**src/rtl/deq_pkg.sv**
```systemverilog
// shared types and constants for the double-ended queue
package deq_pkg;

  localparam int unsigned DEPTH_DEF      = 16;
  localparam int unsigned DATA_WIDTH_DEF = 32;

  localparam int unsigned REQ_W   = 3;
  localparam int unsigned VALUE_W = 32;
  localparam int unsigned COUNT_W = 5;

  typedef enum logic [REQ_W-1:0] {
    REQ_PUSH_FRONT = 3'd0,
    REQ_PUSH_BACK  = 3'd1,
    REQ_POP_FRONT  = 3'd2,
    REQ_POP_BACK   = 3'd3,
    REQ_CLEAR      = 3'd4,
    REQ_QUERY      = 3'd5
  } req_type_e;

  typedef enum logic {
    ST_IDLE  = 1'b0,
    ST_FETCH = 1'b1
  } state_e;

  // controller to datapath
  typedef struct packed {
    logic accept;
    logic push_front;
    logic push_back;
    logic pop_front;
    logic pop_back;
    logic clear;
    logic fetch;
    logic ok;
    logic load_out;
  } cmd_t;

  // datapath to controller
  typedef struct packed {
    logic empty;
    logic full;
    logic multi;
  } status_t;

endpackage

```
**src/rtl/double_ended_queue_core.sv**
```systemverilog
// double-ended queue top level: controller plus datapath
// timing: push, clear, query, failed requests and pops that empty the queue give a result
// beat the cycle after acceptance; other pops first read the new end value from memory
// throughput: one request per cycle unless the result stalls or a pop read is pending
// reset: asynchronous, active low; the queue comes up empty, slot contents stay undefined
module double_ended_queue_core #(
  parameter int unsigned DEPTH      = deq_pkg::DEPTH_DEF,
  parameter int unsigned DATA_WIDTH = deq_pkg::DATA_WIDTH_DEF
) (
  input  logic                          clk_i,
  input  logic                          rst_ni,
  // request channel
  input  logic                          in_valid_i,
  output logic                          in_stall_o,
  input  logic [deq_pkg::REQ_W-1:0]     req_type_i,
  input  logic [deq_pkg::VALUE_W-1:0]   push_value_i,
  // result channel
  output logic                          out_valid_o,
  input  logic                          out_stall_i,
  output logic                          ok_o,
  output logic [deq_pkg::VALUE_W-1:0]   front_value_o,
  output logic [deq_pkg::VALUE_W-1:0]   back_value_o,
  output logic [deq_pkg::COUNT_W-1:0]   entry_count_o,
  output logic                          is_empty_o
);
  import deq_pkg::*;

  // command and status between the sequencer and the storage side
  cmd_t    cmd;
  status_t status;

  // the controller decides success from the full and empty flags, and holds
  // off new requests while a pop waits for its memory read or while the
  // result register is stalled
  deq_ctrl u_ctrl (
    .clk_i       (clk_i),
    .rst_ni      (rst_ni),
    .in_valid_i  (in_valid_i),
    .in_stall_o  (in_stall_o),
    .req_type_i  (req_type_i),
    .out_valid_o (out_valid_o),
    .out_stall_i (out_stall_i),
    .status_i    (status),
    .cmd_o       (cmd)
  );

  // the datapath keeps both end values in registers so only a pop that
  // exposes a new end entry needs a memory read
  deq_datapath #(
    .DEPTH      (DEPTH),
    .DATA_WIDTH (DATA_WIDTH)
  ) u_datapath (
    .clk_i         (clk_i),
    .rst_ni        (rst_ni),
    .cmd_i         (cmd),
    .status_o      (status),
    .push_value_i  (push_value_i),
    .ok_o          (ok_o),
    .front_value_o (front_value_o),
    .back_value_o  (back_value_o),
    .entry_count_o (entry_count_o),
    .is_empty_o    (is_empty_o)
  );

endmodule

```
**src/rtl/deq_ctrl.sv**
```systemverilog
// request decode, handshake and sequencing for the double-ended queue
module deq_ctrl (
  input  logic                            clk_i,
  input  logic                            rst_ni,
  input  logic                            in_valid_i,
  output logic                            in_stall_o,
  input  logic [deq_pkg::REQ_W-1:0]       req_type_i,
  output logic                            out_valid_o,
  input  logic                            out_stall_i,
  input  deq_pkg::status_t                status_i,
  output deq_pkg::cmd_t                   cmd_o
);
  import deq_pkg::*;

  state_e state_q, state_d;
  logic   out_valid_q, out_valid_d;
  logic   out_busy;

  assign out_busy    = out_valid_q && out_stall_i;
  assign out_valid_o = out_valid_q;

  // outputs
  always_comb begin
    cmd_o      = '0;
    in_stall_o = 1'b1;
    case (state_q)
      ST_IDLE: begin
        in_stall_o = out_busy;
        if (in_valid_i && !out_busy) begin
          cmd_o.accept = 1'b1;
          case (req_type_e'(req_type_i))
            REQ_PUSH_FRONT: begin
              if (!status_i.full) begin
                cmd_o.push_front = 1'b1;
                cmd_o.ok         = 1'b1;
              end
            end
            REQ_PUSH_BACK: begin
              if (!status_i.full) begin
                cmd_o.push_back = 1'b1;
                cmd_o.ok        = 1'b1;
              end
            end
            REQ_POP_FRONT: begin
              if (!status_i.empty) begin
                cmd_o.pop_front = 1'b1;
                cmd_o.ok        = 1'b1;
              end
            end
            REQ_POP_BACK: begin
              if (!status_i.empty) begin
                cmd_o.pop_back = 1'b1;
                cmd_o.ok       = 1'b1;
              end
            end
            REQ_CLEAR: begin
              cmd_o.clear = 1'b1;
              cmd_o.ok    = 1'b1;
            end
            REQ_QUERY: begin
              cmd_o.ok = 1'b1;
            end
            default: begin
              cmd_o.ok = 1'b0;
            end
          endcase
          // a pop that leaves entries waits in the fetch state for the new end value
          cmd_o.load_out = !((cmd_o.pop_front || cmd_o.pop_back) && status_i.multi);
        end
      end
      ST_FETCH: begin
        cmd_o.fetch    = 1'b1;
        cmd_o.ok       = 1'b1;
        cmd_o.load_out = 1'b1;
      end
      default: begin
        in_stall_o = 1'b1;
      end
    endcase
  end

  // next state
  always_comb begin
    state_d = state_q;
    case (state_q)
      ST_IDLE: begin
        if (cmd_o.accept && !cmd_o.load_out) begin
          state_d = ST_FETCH;
        end
      end
      ST_FETCH: begin
        state_d = ST_IDLE;
      end
      default: begin
        state_d = ST_IDLE;
      end
    endcase
  end

  always_comb begin
    out_valid_d = out_busy || cmd_o.load_out;
  end

  always_ff @(posedge clk_i or negedge rst_ni) begin
    if (!rst_ni) begin
      state_q     <= ST_IDLE;
      out_valid_q <= 1'b0;
    end else begin
      state_q     <= state_d;
      out_valid_q <= out_valid_d;
    end
  end

`ifndef SYNTHESIS
  a_fetch_one_cycle : assert property (@(posedge clk_i) disable iff (!rst_ni)
    state_q == ST_FETCH |=> state_q == ST_IDLE)
    else $error("fetch state held longer than one cycle");

  a_no_overwrite : assert property (@(posedge clk_i) disable iff (!rst_ni)
    out_busy |-> !cmd_o.load_out)
    else $error("result register overwritten while stalled");

  a_fetch_follows_pop : assert property (@(posedge clk_i) disable iff (!rst_ni)
    state_q == ST_FETCH |-> $past(cmd_o.pop_front || cmd_o.pop_back))
    else $error("fetch without a preceding pop");
`endif

endmodule

```
**src/rtl/deq_datapath.sv**
```systemverilog
// slot memory, end indexes, entry count, end value caches and result register
module deq_datapath #(
  parameter int unsigned DEPTH      = deq_pkg::DEPTH_DEF,
  parameter int unsigned DATA_WIDTH = deq_pkg::DATA_WIDTH_DEF
) (
  input  logic                          clk_i,
  input  logic                          rst_ni,
  input  deq_pkg::cmd_t                 cmd_i,
  output deq_pkg::status_t              status_o,
  input  logic [deq_pkg::VALUE_W-1:0]   push_value_i,
  output logic                          ok_o,
  output logic [deq_pkg::VALUE_W-1:0]   front_value_o,
  output logic [deq_pkg::VALUE_W-1:0]   back_value_o,
  output logic [deq_pkg::COUNT_W-1:0]   entry_count_o,
  output logic                          is_empty_o
);
  import deq_pkg::*;

  localparam int unsigned IDX_W = $clog2(DEPTH);
  localparam int unsigned CNT_W = $clog2(DEPTH + 1);
  localparam logic [IDX_W-1:0] LAST_IDX = IDX_W'(DEPTH - 1);
  localparam logic [CNT_W-1:0] FULL_CNT = CNT_W'(DEPTH);
  localparam logic [CNT_W-1:0] ONE_CNT  = CNT_W'(1);

  logic [DATA_WIDTH-1:0] mem [DEPTH];

  logic [IDX_W-1:0]      front_idx_q, front_idx_d;
  logic [IDX_W-1:0]      back_idx_q, back_idx_d;
  logic [CNT_W-1:0]      cnt_q, cnt_d;
  logic [DATA_WIDTH-1:0] front_val_q, front_val_d;
  logic [DATA_WIDTH-1:0] back_val_q, back_val_d;
  logic [DATA_WIDTH-1:0] rd_data_q;
  logic                  fetch_back_q, fetch_back_d;

  logic                  ok_q;
  logic [VALUE_W-1:0]    out_front_q, out_back_q;
  logic [COUNT_W-1:0]    out_cnt_q;
  logic                  out_empty_q;

  logic [IDX_W-1:0]      front_inc, front_dec, back_inc, back_dec;
  logic [IDX_W-1:0]      wr_addr, rd_addr;
  logic                  wr_en, rd_en;
  logic [DATA_WIDTH-1:0] push_val;
  logic                  empty_d;

  assign push_val  = DATA_WIDTH'(push_value_i);
  assign front_inc = (front_idx_q == LAST_IDX) ? '0 : front_idx_q + 1'b1;
  assign front_dec = (front_idx_q == '0) ? LAST_IDX : front_idx_q - 1'b1;
  assign back_inc  = (back_idx_q == LAST_IDX) ? '0 : back_idx_q + 1'b1;
  assign back_dec  = (back_idx_q == '0) ? LAST_IDX : back_idx_q - 1'b1;

  assign status_o.empty = (cnt_q == '0);
  assign status_o.full  = (cnt_q == FULL_CNT);
  assign status_o.multi = (cnt_q > ONE_CNT);

  always_comb begin
    front_idx_d  = front_idx_q;
    back_idx_d   = back_idx_q;
    cnt_d        = cnt_q;
    front_val_d  = front_val_q;
    back_val_d   = back_val_q;
    fetch_back_d = fetch_back_q;
    wr_en        = 1'b0;
    wr_addr      = front_dec;
    rd_en        = 1'b0;
    rd_addr      = front_inc;

    if (cmd_i.push_front) begin
      front_idx_d = front_dec;
      wr_en       = 1'b1;
      wr_addr     = front_dec;
      cnt_d       = cnt_q + 1'b1;
      front_val_d = push_val;
      if (status_o.empty) begin
        back_val_d = push_val;
      end
    end else if (cmd_i.push_back) begin
      back_idx_d = back_inc;
      wr_en      = 1'b1;
      wr_addr    = back_inc;
      cnt_d      = cnt_q + 1'b1;
      back_val_d = push_val;
      if (status_o.empty) begin
        front_val_d = push_val;
      end
    end else if (cmd_i.pop_front) begin
      cnt_d = cnt_q - 1'b1;
      if (status_o.multi) begin
        front_idx_d  = front_inc;
        rd_en        = 1'b1;
        rd_addr      = front_inc;
        fetch_back_d = 1'b0;
      end else begin
        front_idx_d = '0;
        back_idx_d  = LAST_IDX;
      end
    end else if (cmd_i.pop_back) begin
      cnt_d = cnt_q - 1'b1;
      if (status_o.multi) begin
        back_idx_d   = back_dec;
        rd_en        = 1'b1;
        rd_addr      = back_dec;
        fetch_back_d = 1'b1;
      end else begin
        front_idx_d = '0;
        back_idx_d  = LAST_IDX;
      end
    end else if (cmd_i.clear) begin
      front_idx_d = '0;
      back_idx_d  = LAST_IDX;
      cnt_d       = '0;
    end else if (cmd_i.fetch) begin
      if (fetch_back_q) begin
        back_val_d = rd_data_q;
      end else begin
        front_val_d = rd_data_q;
      end
    end
  end

  assign empty_d = (cnt_d == '0);

  // slot memory, one write or one read per cycle
  always_ff @(posedge clk_i) begin
    if (wr_en) begin
      mem[wr_addr] <= push_val;
    end
    if (rd_en) begin
      rd_data_q <= mem[rd_addr];
    end
  end

  always_ff @(posedge clk_i or negedge rst_ni) begin
    if (!rst_ni) begin
      front_idx_q <= '0;
      back_idx_q  <= LAST_IDX;
      cnt_q       <= '0;
    end else begin
      front_idx_q <= front_idx_d;
      back_idx_q  <= back_idx_d;
      cnt_q       <= cnt_d;
    end
  end

  always_ff @(posedge clk_i) begin
    front_val_q  <= front_val_d;
    back_val_q   <= back_val_d;
    fetch_back_q <= fetch_back_d;
    if (cmd_i.load_out) begin
      ok_q        <= cmd_i.ok;
      out_front_q <= empty_d ? '0 : VALUE_W'(front_val_d);
      out_back_q  <= empty_d ? '0 : VALUE_W'(back_val_d);
      out_cnt_q   <= COUNT_W'(cnt_d);
      out_empty_q <= empty_d;
    end
  end

  assign ok_o          = ok_q;
  assign front_value_o = out_front_q;
  assign back_value_o  = out_back_q;
  assign entry_count_o = out_cnt_q;
  assign is_empty_o    = out_empty_q;

`ifndef SYNTHESIS
  a_cnt_range : assert property (@(posedge clk_i) disable iff (!rst_ni)
    cnt_q <= FULL_CNT)
    else $error("entry count beyond depth");

  a_empty_idx : assert property (@(posedge clk_i) disable iff (!rst_ni)
    cnt_q == '0 |-> front_idx_q == '0 && back_idx_q == LAST_IDX)
    else $error("indexes not home while empty");

  a_one_port : assert property (@(posedge clk_i) disable iff (!rst_ni)
    !(wr_en && rd_en))
    else $error("memory read and write in the same cycle");
`endif

endmodule
```
**config.mk**
```make
export PLATFORM = sky130hd
export DESIGN_NAME = double_ended_queue_core
export DESIGN_NICKNAME = d
export VERILOG_FILES = /design/src/rtl/deq_pkg.sv /design/src/rtl/double_ended_queue_core.sv /design/src/rtl/deq_ctrl.sv /design/src/rtl/deq_datapath.sv
export SDC_FILE = /design/constraint.sdc
export NUM_CORES = 1
export LEC_CHECK = 0
export ABC_AREA = 1
export BUFFER_PORTS_ARGS = -buffer_cell sky130_fd_sc_hd__buf_2
export CAP_MARGIN = 20
export CORE_UTILIZATION = 40
export CTS_BUF_LIST = sky130_fd_sc_hd__clkbuf_4
export DETAILED_ROUTE_END_ITERATION = 8
export HOLD_SLACK_MARGIN = 0.15
export RECOVER_POWER = 50
export SYNTH_ARGS = -nofsm -noshare
export SYNTH_HDL_FRONTEND = slang
export SYNTH_SLANG_ARGS = --single-unit
```
**constraint.sdc**
```tcl
create_clock -name clk_i -period 4.8 [get_ports clk_i]
set_input_delay 0.72 -clock clk_i [delete_from_list [all_inputs] [get_ports clk_i]]
set_output_delay 0.72 -clock clk_i [all_outputs]
set_load 0.02 [all_outputs]
```
==> results of run 1 <==
-- final cells by class --
| class | instances | area, um2 |
|---|---|---|
| Fill cell | 7421 | 42000 |
| Sequential cell | 695 | 20200 |
| Multi-Input combinational cell | 1797 | 8640 |
| Inverter | 556 | 2090 |
| Clock buffer | 248 | 1860 |
| Timing Repair Buffer | 198 | 1480 |
| Tap cell | 1040 | 1300 |
| Clock inverter | 62 | 357 |
| Antenna cell | 2 | 5.00 |
-- Yosys cell counts (2+ instances only) --
library cell / number
o221ai_1: 3
a21boi_1: 6
nor3_1: 56
o21ai_0: 95
a21oi_2: 12
dfstp_2: 4
buf_2: 118
a21oi_1: 127
inv_2: 8
nand3_4: 2
buf_1: 5
nor2_4: 3
nand3_2: 3
dfxtp_1: 64
o211ai_1: 4
nand3_1: 593
buf_6: 6
dfrtp_1: 11
o21a_1: 6
or2_2: 3
nor2_1: 108
nand3b_1: 64
nand2_2: 4
xor2_1: 7
clkbuf_1: 54
edfxtp_1: 616
nand2_1: 682
ha_1: 9
inv_1: 548
o21bai_1: 2
buf_4: 8
-- kinds of logic (layout without fill, tap and decap cells) --
| group | after synthesis | count (layout) |
|---|---|---|
| AND/OR/NAND/NOR | 1522 | 1522 |
| XOR/XNOR | 7 | 7 |
| AO/OA/AOI/OAI | 258 | 258 |
| multiplexers | 1 | 1 |
| other | 0 | 2 |
| adder cells (fa/ha/maj) | 9 | 9 |
| flip-flops | 695 | 695 |
| buffers and inverters | 747 | 1064 |
-- where the power goes --
| group | internal, mW | switching (mW) | total (mW) |
|---|---|---|---|
| Combinational | 2.35 | 5.61 | 7.96 |
| Clock | 2.59 | 2.39 | 4.99 |
| Sequential | 7.61 | 0.346 | 7.96 |
-- metal layers --
layer | up-vias | wire length [um] | global-route usage, %
met4 | 4 | 2020 | 7.38
met2 | 847 | 37800 | 31.8
met1 | 10900 | 38000 | 29.4
met5 | - | 22 | 0
met3 | 152 | 6280 | 4.93
li1 | 11200 | - | -
-- critical path: cells and delay by family (launching register included) --
kind          cells  cell delay, ps
simple gates      9            1990
buf+inv           3             690
flops             1             490
fa+ha+maj         1             270
-- what timing repair did --
| item | 4_1_cts | 5_1_grt |
|---|---|---|
| endpoints found under the setup margin | 0 | 0 |
| hold buffers | 39 | 0 |
| gates resized for setup | 0 | 0 |
| endpoints found under the hold margin | 535 | 0 |
-- per-stage QoR --
| stage | setup WS, ps | power (mW) | hold WS (ps) | cells |
|---|---|---|---|---|
| global placement | 979 | 16.0 | 523 | 4246 |
| detailed placement | 932 | 16.1 | 517 | 4246 |
| CTS | 967 | 21.1 | 154 | 4595 |
| global route | 725 | 22.3 | 190 | 4597 |
| floorplan | 1070 | 13.7 | 424 | 3239 |
| finish | 941 | 20.9 | 253 | 4598 |
-- state kept, by name, summed over array words and instances, names as in the netlist --
signal / cells
u_datapath.front_value_o: 32
u_datapath.fetch_back_q: 1
u_datapath.back_val_q: 32
u_datapath.back_value_o: 32
u_datapath.ok_o: 1
u_datapath.entry_count_o: 5
u_datapath.front_val_q: 32
u_ctrl.out_valid_o: 1
u_datapath.mem: 512
u_datapath.back_idx_q: 4
u_datapath.front_idx_q: 4
u_datapath.is_empty_o: 1
u_datapath.cnt_q: 5
u_ctrl.state_q: 1
u_datapath.rd_data_q: 32
-- final timing paths --
kind | start | endpoint
max in group asynchronous | rst_ni | u_datapath.cnt_q[3]
hold reg to reg | u_datapath.front_idx_q[0] | u_datapath.front_idx_q[0]
setup / recovery | u_datapath.cnt_q[0] | u_datapath.rd_data_q[25]
min in group asynchronous | rst_ni | u_datapath.back_idx_q[3]
setup reg to reg | u_datapath.cnt_q[0] | u_datapath.rd_data_q[25]
hold / removal | in_valid_i | u_ctrl.state_q
==> summary.md, run 1 <==
| Metric | Value |
|---|---|
| CTS Sinks | 695 |
| Leak | 15.2 nW |
| Least-Margin Pin Slew | 1700 ps |
| Reg2Reg Depth | 13 |
| Synth top area cells | edfxtp_1, nand3_1, nand2_1, inv_1, dfxtp_1 |
| DR WL/cell | 18.3 um |
| F_max | 0.259 GHz |
| Fin Setup TNS | 0 ps |
| Design Area, Final | 35900 um2 |
| Cts bufs inserted | 174 |
| Critical Path Sink Type | flop |
| Core region area | 77800 um2 |
| Area leader, netlist | edfxtp_1 |
| Number of setup buffers added after CTS | 0 |
| Routed wire length | 84100 um |
| GRT Total Usage | 21.0% |
| Vias in the first global route | 22200 |
| Synth Area in Adders | 0.356% |
| Max stage delay cell, worst path | nand2_4 |
| TritonRoute pass-1 iters | 8 |
| CP max stage delay | 740 ps |
| Synth warnings | 0 |
| Relative slew slack | -13.9% |
| Clock-pin slew on the worst setup and hold paths | 70 ps |
| Final hold viol count | 0 |
| Area Overhead vs Synth | 13.4% |
| Status | finished, violations left |
| Htree depth | 4 |
| First-pass GRT wire length | 130000 um |
| Post-Synth Simple-Gate Area | 21.7% |
| Largest family of logic cells by synthesized area | simple AND/OR/NAND/NOR gates |
| Largest net degree at the start of global routing | 155 |
| CTS max path bufs | 3 |
| Setup Crit Path Kind | reg2reg |
| Cell chain of the critical path | inv_1 > ha_1 > nand3_4 > nand3_4 > inv_2 > nand2_8 > nand2_4 > buf_4 > nand2_1 > nand3_1 > nand3_1 > nand3_1 > nand2_1 |
| RSZ-0062 raised after global routing | no |
| Mapped cell area | 31600 um2 |
| Final count of negative-setup-slack endpoints | 0 |
| Maximum vdd drop | 515 uV |
| Max-slew violations | 72 |
| Synth Area in Compound Gates | 4.41% |
| Die height | 283 um |
| Post-DRT Antenna Nets | 0 |
| Initial antenna violation count | 4 |
| Tmin final | 3860 ps |
| Worst path required time | 5540 ps |
| DRT iter0 DRCs | 2039 |
| DP HPWL | 47300 um |
| Portion of netlist area occupied by mux cells | 0.0316% |
| Yosys cell types | 39 |
| Initial core utilization | 40.6% |
| Syn nets | 3287 |
| Placement Cell Area | 33400 um2 |
| FFs w/ async S/R, synth | 2.16% |
| Post-synthesis xor/xnor area fraction | 0.194% |
| Seq/Total Area, Yosys | 63.7% |
| Synth Flop Type | edfxtp_1 |
| Fin nets | 3470 |
| Site Rows | 102 |
| RD Place Congestion | 0.844 |
| Mean post-synth cell area | 9.77 um2 |
| CP arrival | 4600 ps |
| R2R Setup Slk | 940 ps |
| Failing checks | max-capacitance violations, max-slew violations |
| Yosys top cell area share | 58.5% |
| Total of max-cap violations | 1 |
| Clock root cell | clkbuf_4 |
| Commonest non-fill, non-tap cell in the layout | nand2_1 |
| CP most frequent cell | nand3_1 |
| HP Class | in2reg |
| Residual DRC | 0 |
| IO Port Bufs | 111 |
| Commonest non-fill, non-tap cells in the layout | nand2_1, edfxtp_1, nand3_1 |
| Crit path launch type | flop |
| Worst Hold Depth | 5 |
| Via/cell ratio | 5.02 |
| EDFF count, synth | 616 |
| CTS tree | built |
| Finished Core Util | 46.1% |
| Post-Syn Instances | 3239 |
| Via count | 23100 |
| Final worst-path cycle share | 80.4% |
| Yosys reg bits | 695 |
| Die X | 283 um |
| Worst Path Max Fanout | 62 |
| Layout cells sized above 1 | 10.6% |
| Latest clock arrival within the worst-skew pair | 1040 ps |
| Die area | 80200 um2 |
| Top-Level Pins | 112 |
| Power Density | 583 nW/um2 |
| Grt ovf | 0 |
| Fin Clk Skew | 62.9 ps |
Power figures use the tool's default switching activity.
==> inputs of run 2 (changes only) <==
==> constraint.sdc (replaced) <==
create_clock -name clk_i -period 3.89 [get_ports clk_i]
set_input_delay 0.5835 -clock clk_i [delete_from_list [all_inputs] [get_ports clk_i]]
set_output_delay 0.5835 -clock clk_i [all_outputs]
set_load 0.02 [all_outputs]
==> run 2 against run 1 <==
The run still ends with max-capacitance violations, max-slew violations left. Flip-flop and latch count unchanged. Register-to-register slack worse by 460 ps. Largest power group is now combinational cells. Clock power up 28%. Largest cell class unchanged. Count of clock-buffer cells in the layout up 8. First-iteration DRC count up 0.44%.
==> summary.md, run 2 (synthesis gave the netlist of run 1 again) <==
| Metric | Value |
|---|---|
| Status | finished, violations left |
| Failing checks | max-capacitance violations, max-slew violations |
| HP Class | reg2reg |
| Power Density | 725 nW/um2 |
| Critical Path Sink Type | flop |
| Commonest non-fill, non-tap cell in the layout | nand2_1 |
| Leak | 15.4 nW |
| Least-Margin Pin Slew | 1770 ps |
| Placed cells | 4271 |
| Initial core utilization | 40.6% |
| Kind of cell adding the most delay to the critical path | buffers and inverters |
| Number of setup buffers added after CTS | 0 |
| CTS tree | built |
| Grt ovf | 0 |
| Worst Hold Depth | 2 |
| Maximum vdd drop | 1170 uV |
| Fin Clk Skew | 64.0 ps |
| Number of fill cells | 7453 |
| Total of max-cap violations | 2 |
| Via count | 23300 |
| Area Overhead vs Synth | 14.1% |
| Core region area | 77800 um2 |
| DP HPWL | 48500 um |
| WHS | 540 ps |
| Clock-pin slew on the worst setup and hold paths | 60 ps |
| RSZ-0062 raised after global routing | no |
| CP max stage delay | 600 ps |
| Final hold viol count | 0 |
| Initial antenna violation count | 8 |
| Top-Level Pins | 112 |
| Met2 WL post-DR | 38800 um |
| Worst path bufs/invs | 4 |
| Max stage delay cell, worst path | buf_4 |
| First-pass GRT wire length | 131000 um |
| TritonRoute pass-1 iters | 5 |
| CTS max path bufs | 3 |
| Post-Layout Cell Count | 4630 |
| CTS Sinks | 695 |
| Top reg by flops | u_datapath.mem |
| DR WL/cell | 18.4 um |
| Die area | 80200 um2 |
| Commonest non-fill, non-tap cells in the layout | nand2_1, edfxtp_1, nand3_1 |
| Latest clock arrival within the worst-skew pair | 1010 ps |
| Finished Core Util | 46.3% |
| Crit path depth | 10 |
| Setup Crit Path Kind | reg2reg |
| IO Port Bufs | 111 |
| DP Worst Slack | 432 ps |
| Wire length on met3 | 6110 um |
| Post-DRT Antenna Nets | 0 |
| Residual DRC | 0 |
| Met1 WL | 38500 um |
| Worst Path Max Fanout | 59 |
| Tmin final | 3410 ps |
| Die X | 283 um |
| Final count of negative-setup-slack endpoints | 0 |
| Largest net degree at the start of global routing | 145 |
| Fin Setup TNS | 0 ps |
| Final setup margin | 482 ps |
| Max-slew violations | 90 |
| RD Place Congestion | 0.864 |
| Layout cells sized above 1 | 11.5% |
| F_max | 0.293 GHz |
| Via/cell ratio | 5.04 |
| Site Rows | 102 |
| Die height | 283 um |
| Final worst-path cycle share | 87.6% |
| Vias in the first global route | 22200 |
| Worst path required time | 4630 ps |
| GRT Total Usage | 21.2% |
| Reg2Reg Depth | 10 |
| Relative slew slack | -18.2% |
| Clock root cell | clkbuf_4 |
| Routed wire length | 85100 um |
| Htree depth | 4 |
| Max reg flops | 512 |
| Cell chain of the critical path | inv_1 > ha_1 > nand3_1 > buf_4 > inv_1 > buf_4 > nand2_1 > a21oi_1 > nor3_1 > a21oi_1 |
| Max Used Layer | met5 |
| Cts bufs inserted | 179 |
| Crit path launch type | flop |
| DRT iter0 DRCs | 2048 |
| CP arrival | 4140 ps |
| Fin nets | 3503 |
[run 2: cell types whose count changed in the layout (fill, tap and decap cells not counted), sizes merged]
| cell | previous run | this run |
|---|---|---|
| buf | 54 | 78 |
| bufinv | 4 | 6 |
| clkbuf | 353 | 361 |
| clkinv | 52 | 45 |
| clkinvlp | 3 | 2 |
| diode | 2 | 5 |
| dlygate4sd3 | 39 | 43 |
| inv | 559 | 558 |
[run 2: repair_timing]
action	in CTS	in global routing
hold buffers	43	0
endpoints found under the hold margin	568	0
gates resized for setup	0	0
endpoints found under the setup margin	0	0
[run 2: metal layers]
layer  global-route usage, %  vias to the layer above
met5                       0                        -
met4                    7.20                        4
met3                    4.55                      136
met2                    32.7                      798
met1                    29.5                    11100
li1                        -                    11300
[run 2: cell type report]
| type | instances | area [um2] | share of cell area, % |
|---|---|---|---|
| Sequential cell | 695 | 20200 | 55.9 |
| Multi-Input combinational cell | 1797 | 8630 | 23.9 |
| Inverter | 556 | 2090 | 5.79 |
| Clock buffer | 256 | 1920 | 5.33 |
| Timing Repair Buffer | 226 | 1570 | 4.35 |
| Tap cell | 1040 | 1300 | 3.61 |
| Clock inverter | 55 | 394 | 1.09 |
| Antenna cell | 5 | 12.5 | 0.0347 |
[run 2: path summary, 6_finish.rpt]
path / from / to / slack, ps
setup / recovery: u_datapath.cnt_q[0] / u_datapath.front_value_o[28] / 480
hold / removal: u_datapath.front_idx_q[0] / u_datapath.front_idx_q[0] / 540
setup reg to reg: u_datapath.cnt_q[0] / u_datapath.front_value_o[28] / 480
hold reg to reg: u_datapath.front_idx_q[0] / u_datapath.front_idx_q[0] / 540
max in group asynchronous: rst_ni / u_ctrl.state_q / 1970
min in group asynchronous: rst_ni / u_datapath.back_idx_q[3] / 810
[run 2: power by group]
part,internal (mW),total [mW],switching (mW)
logic,2.99,9.94,6.95
registers,9.40,9.84,0.434
clock network,3.42,6.39,2.97
total,15.8,26.2,10.4
[run 2: worst register-to-register path, stage by stage (launching register included)]
cell     delay, ps
dfrtp_1        450
inv_1          120
ha_1           240
nand3_1        220
buf_4          610
inv_1          500
buf_4          360
nand2_1        120
a21oi_1         80
nor3_1         380
a21oi_1         70
[run 2: per-stage QoR]
step	cell area, um2	power, mW
6_report	36100	26.2
5_1_grt	36100	27.9
4_1_cts	36200	26.5
3_5_place_dp	33500	20.0
3_3_place_gp	33500	19.9
2_1_floorplan	31600	16.9
==> inputs of run 3 (changes only) <==
--- a/config.mk
+++ b/config.mk
@@ -9,7 +9,7 @@
 export BUFFER_PORTS_ARGS = -buffer_cell sky130_fd_sc_hd__buf_2
 export CAP_MARGIN = 20
 export CORE_UTILIZATION = 40
-export CTS_BUF_LIST = sky130_fd_sc_hd__clkbuf_4
+export CTS_BUF_LIST = sky130_fd_sc_hd__clkbuf_2
 export DETAILED_ROUTE_END_ITERATION = 8
 export HOLD_SLACK_MARGIN = 0.15
 export RECOVER_POWER = 50
==> run 3 against run 2 <==
Critical endpoint is now u_datapath.front_value_o[0]. Flip-flop and latch count is the same. The run still ends with max-capacitance violations, max-slew violations left. Clock power shrank 21%. Die area unchanged.
==> summary.md, run 3 (synthesis gave the netlist of run 1 again) <==
| Metric | Value |
|---|---|
| Max stage delay cell, worst path | dlygate4sd3_1 |
| CP max stage delay | 770 ps |
| Vias in the first global route | 22500 |
| Placed cells | 4271 |
| Clock-pin slew on the worst setup and hold paths | 100 ps |
| RD Place Congestion | 0.864 |
| Residual DRC | 0 |
| Commonest non-fill, non-tap cells in the layout | nand2_1, edfxtp_1, nand3_1 |
| Power Density | 692 nW/um2 |
| Worst path required time | 4960 ps |
| Status | finished, violations left |
| TritonRoute pass-1 iters | 6 |
| F_max | 0.273 GHz |
| Via/cell ratio | 5.03 |
| Tmin final | 3660 ps |
| Fin Setup TNS | 0 ps |
| Max reg flops | 512 |
| Worst Path Max Fanout | 35 |
| Number of setup buffers added after CTS | 0 |
| Cts bufs inserted | 177 |
| Routed wire length | 87700 um |
| Site Rows | 102 |
| CP arrival | 4730 ps |
| Initial core utilization | 40.6% |
| Critical Path Sink Type | flop |
| Commonest non-fill, non-tap cell in the layout | nand2_1 |
| Latest clock arrival within the worst-skew pair | 1370 ps |
| Cell chain of the critical path | dlygate4sd3_1 > buf_2 > dlygate4sd3_1 > inv_1 > nand2_1 > nor2_1 > dlygate4sd3_1 > nand3_2 > dlygate4sd3_1 > nand2_1 > nor2_1 > nor2_1 > nand2_1 > nor2_4 > buf_4 > a21oi_1 |
| Die area | 80200 um2 |
| Number of fill cells | 7498 |
| Crit path from | req_type_i[2] |
| DP HPWL | 48500 um |
| Critical path destination | u_datapath.front_value_o[0] |
| Top reg by flops | u_datapath.mem |
| Grt ovf | 0 |
| Layout cells sized above 1 | 11.4% |
| Post-DRT Antenna Nets | 0 |
| Total of max-cap violations | 2 |
| CTS tree | built |
| CTS max path bufs | 3 |
| CTS Sinks | 695 |
| DR WL/cell | 18.7 um |
| Final count of negative-setup-slack endpoints | 0 |
| GRT Total Usage | 21.8% |
| Relative slew slack | -17.0% |
| Footprint of the multi-input gates | 8650 um2 |
| Area Overhead vs Synth | 13.9% |
| Clock root cell | clkbuf_2 |
| Post-Layout Cell Count | 4692 |
| First-pass GRT wire length | 135000 um |
| Least-Margin Pin Slew | 1750 ps |
| Reg2Reg Depth | 11 |
| Failing checks | max-capacitance violations, max-slew violations |
| Top-Level Pins | 112 |
| Htree depth | 4 |
| IO Port Bufs | 111 |
| Final hold viol count | 0 |
| Met1 usage | 30.9% |
| Die height | 283 um |
| Met2 usage | 33.2% |
| Fin nets | 3564 |
| Crit path launch type | input port |
| Largest net degree at the start of global routing | 145 |
| FF+latch area | 20200 um2 |
| Maximum vdd drop | 1170 uV |
| Leak | 15.6 nW |
| Final worst-path cycle share | 94.1% |
| CP most frequent cell | dlygate4sd3_1 |
| Core region area | 77800 um2 |
| R2R Path End | u_datapath.front_val_q[13] |
| Via count | 23600 |
| Setup Crit Path Kind | in2reg |
| DRT iter0 DRCs | 1993 |
| Fin Clk Skew | 127 ps |
| RSZ-0062 raised after global routing | no |
| Max-slew violations | 91 |
| HP Class | in2reg |
| Busiest grt layer | met2 |
| GR Util met3 | 4.49% |
| R2R Setup Slk | 240 ps |
| Design Power | 24.9 mW |
| Critical R2R Launch | u_datapath.cnt_q[0] |
| Die X | 283 um |
| Initial antenna violation count | 7 |
[run 3: cell types whose count changed in the layout (fill, tap and decap cells not counted), moves of 2 or more]
cell           before  now
clkbuf_4          256    0
clkbuf_2            0  253
dlygate4sd3_1      43  106
clkinv_1           37   41
diode_2             5    1
clkinv_2            6    9
bufinv_16           6    4
nand3_1           595  593
[run 3: power breakdown]
part | internal [mW] | switching [mW] | total, mW
Clock | 2.02 | 3.04 | 5.07
Combinational | 3.04 | 6.98 | 10.0
Sequential | 9.38 | 0.436 | 9.82
[run 3: area by class of cell]
type                    instances  share of cell area (%)
repair buffers                289                    6.08
diodes                          1                 0.00695
clock buffers                 252                    3.50
inverters                     556                    5.80
well taps                    1040                    3.61
clock inverters                62                    1.04
flip-flops and latches        695                    56.0
multi-input cells            1797                    24.0
[run 3: worst max-delay path, delay by kind of cell]
family	cells	cell delay (ps)
simple gates	8	870
buf+inv	7	3120
compound gates	1	150
[run 3: stage by stage]
| stage | cell area [um2] | hold slack, ps | setup WS, ps | utilization (%) |
|---|---|---|---|---|
| finish | 36000 | 370 | 230 | 46.3 |
| CTS | 36200 | 154 | 223 | 46.5 |
| global placement | 33500 | 513 | 520 | 43.0 |
| global route | 36000 | 293 | 72.8 | 46.3 |
| detailed placement | 33500 | 532 | 432 | 43.0 |
| floorplan | 31600 | 288 | 296 | - |
[run 3: worst min path at each step]
stage / start / endpoint / slack (ps) / cells after the start
after global routing: in_valid_i / u_ctrl.state_q / 290 / 6
after global placement: u_datapath.front_idx_q[0] / u_datapath.front_idx_q[0] / 510 / 2
after floorplan: rst_ni / u_ctrl.out_valid_o / 290 / 0
final: in_valid_i / u_ctrl.state_q / 370 / 6
after CTS: push_value_i[24] / u_datapath.mem[3][24] / 150 / 2
after detailed placement: rst_ni / u_ctrl.out_valid_o / 530 / 1
[run 3: repair_timing]
item | CTS | global route
resized for setup | 0 | 1
endpoints found under the setup margin | 0 | 2
hold buffers | 106 | 0
hold endpoints to repair | 695 | 0
[run 3: metal layers]
layer,up-vias,wire (um)
li1,11400,-
met1,11300,40000
met2,850,39600
met3,134,6320
met4,4,1670
met5,-,23
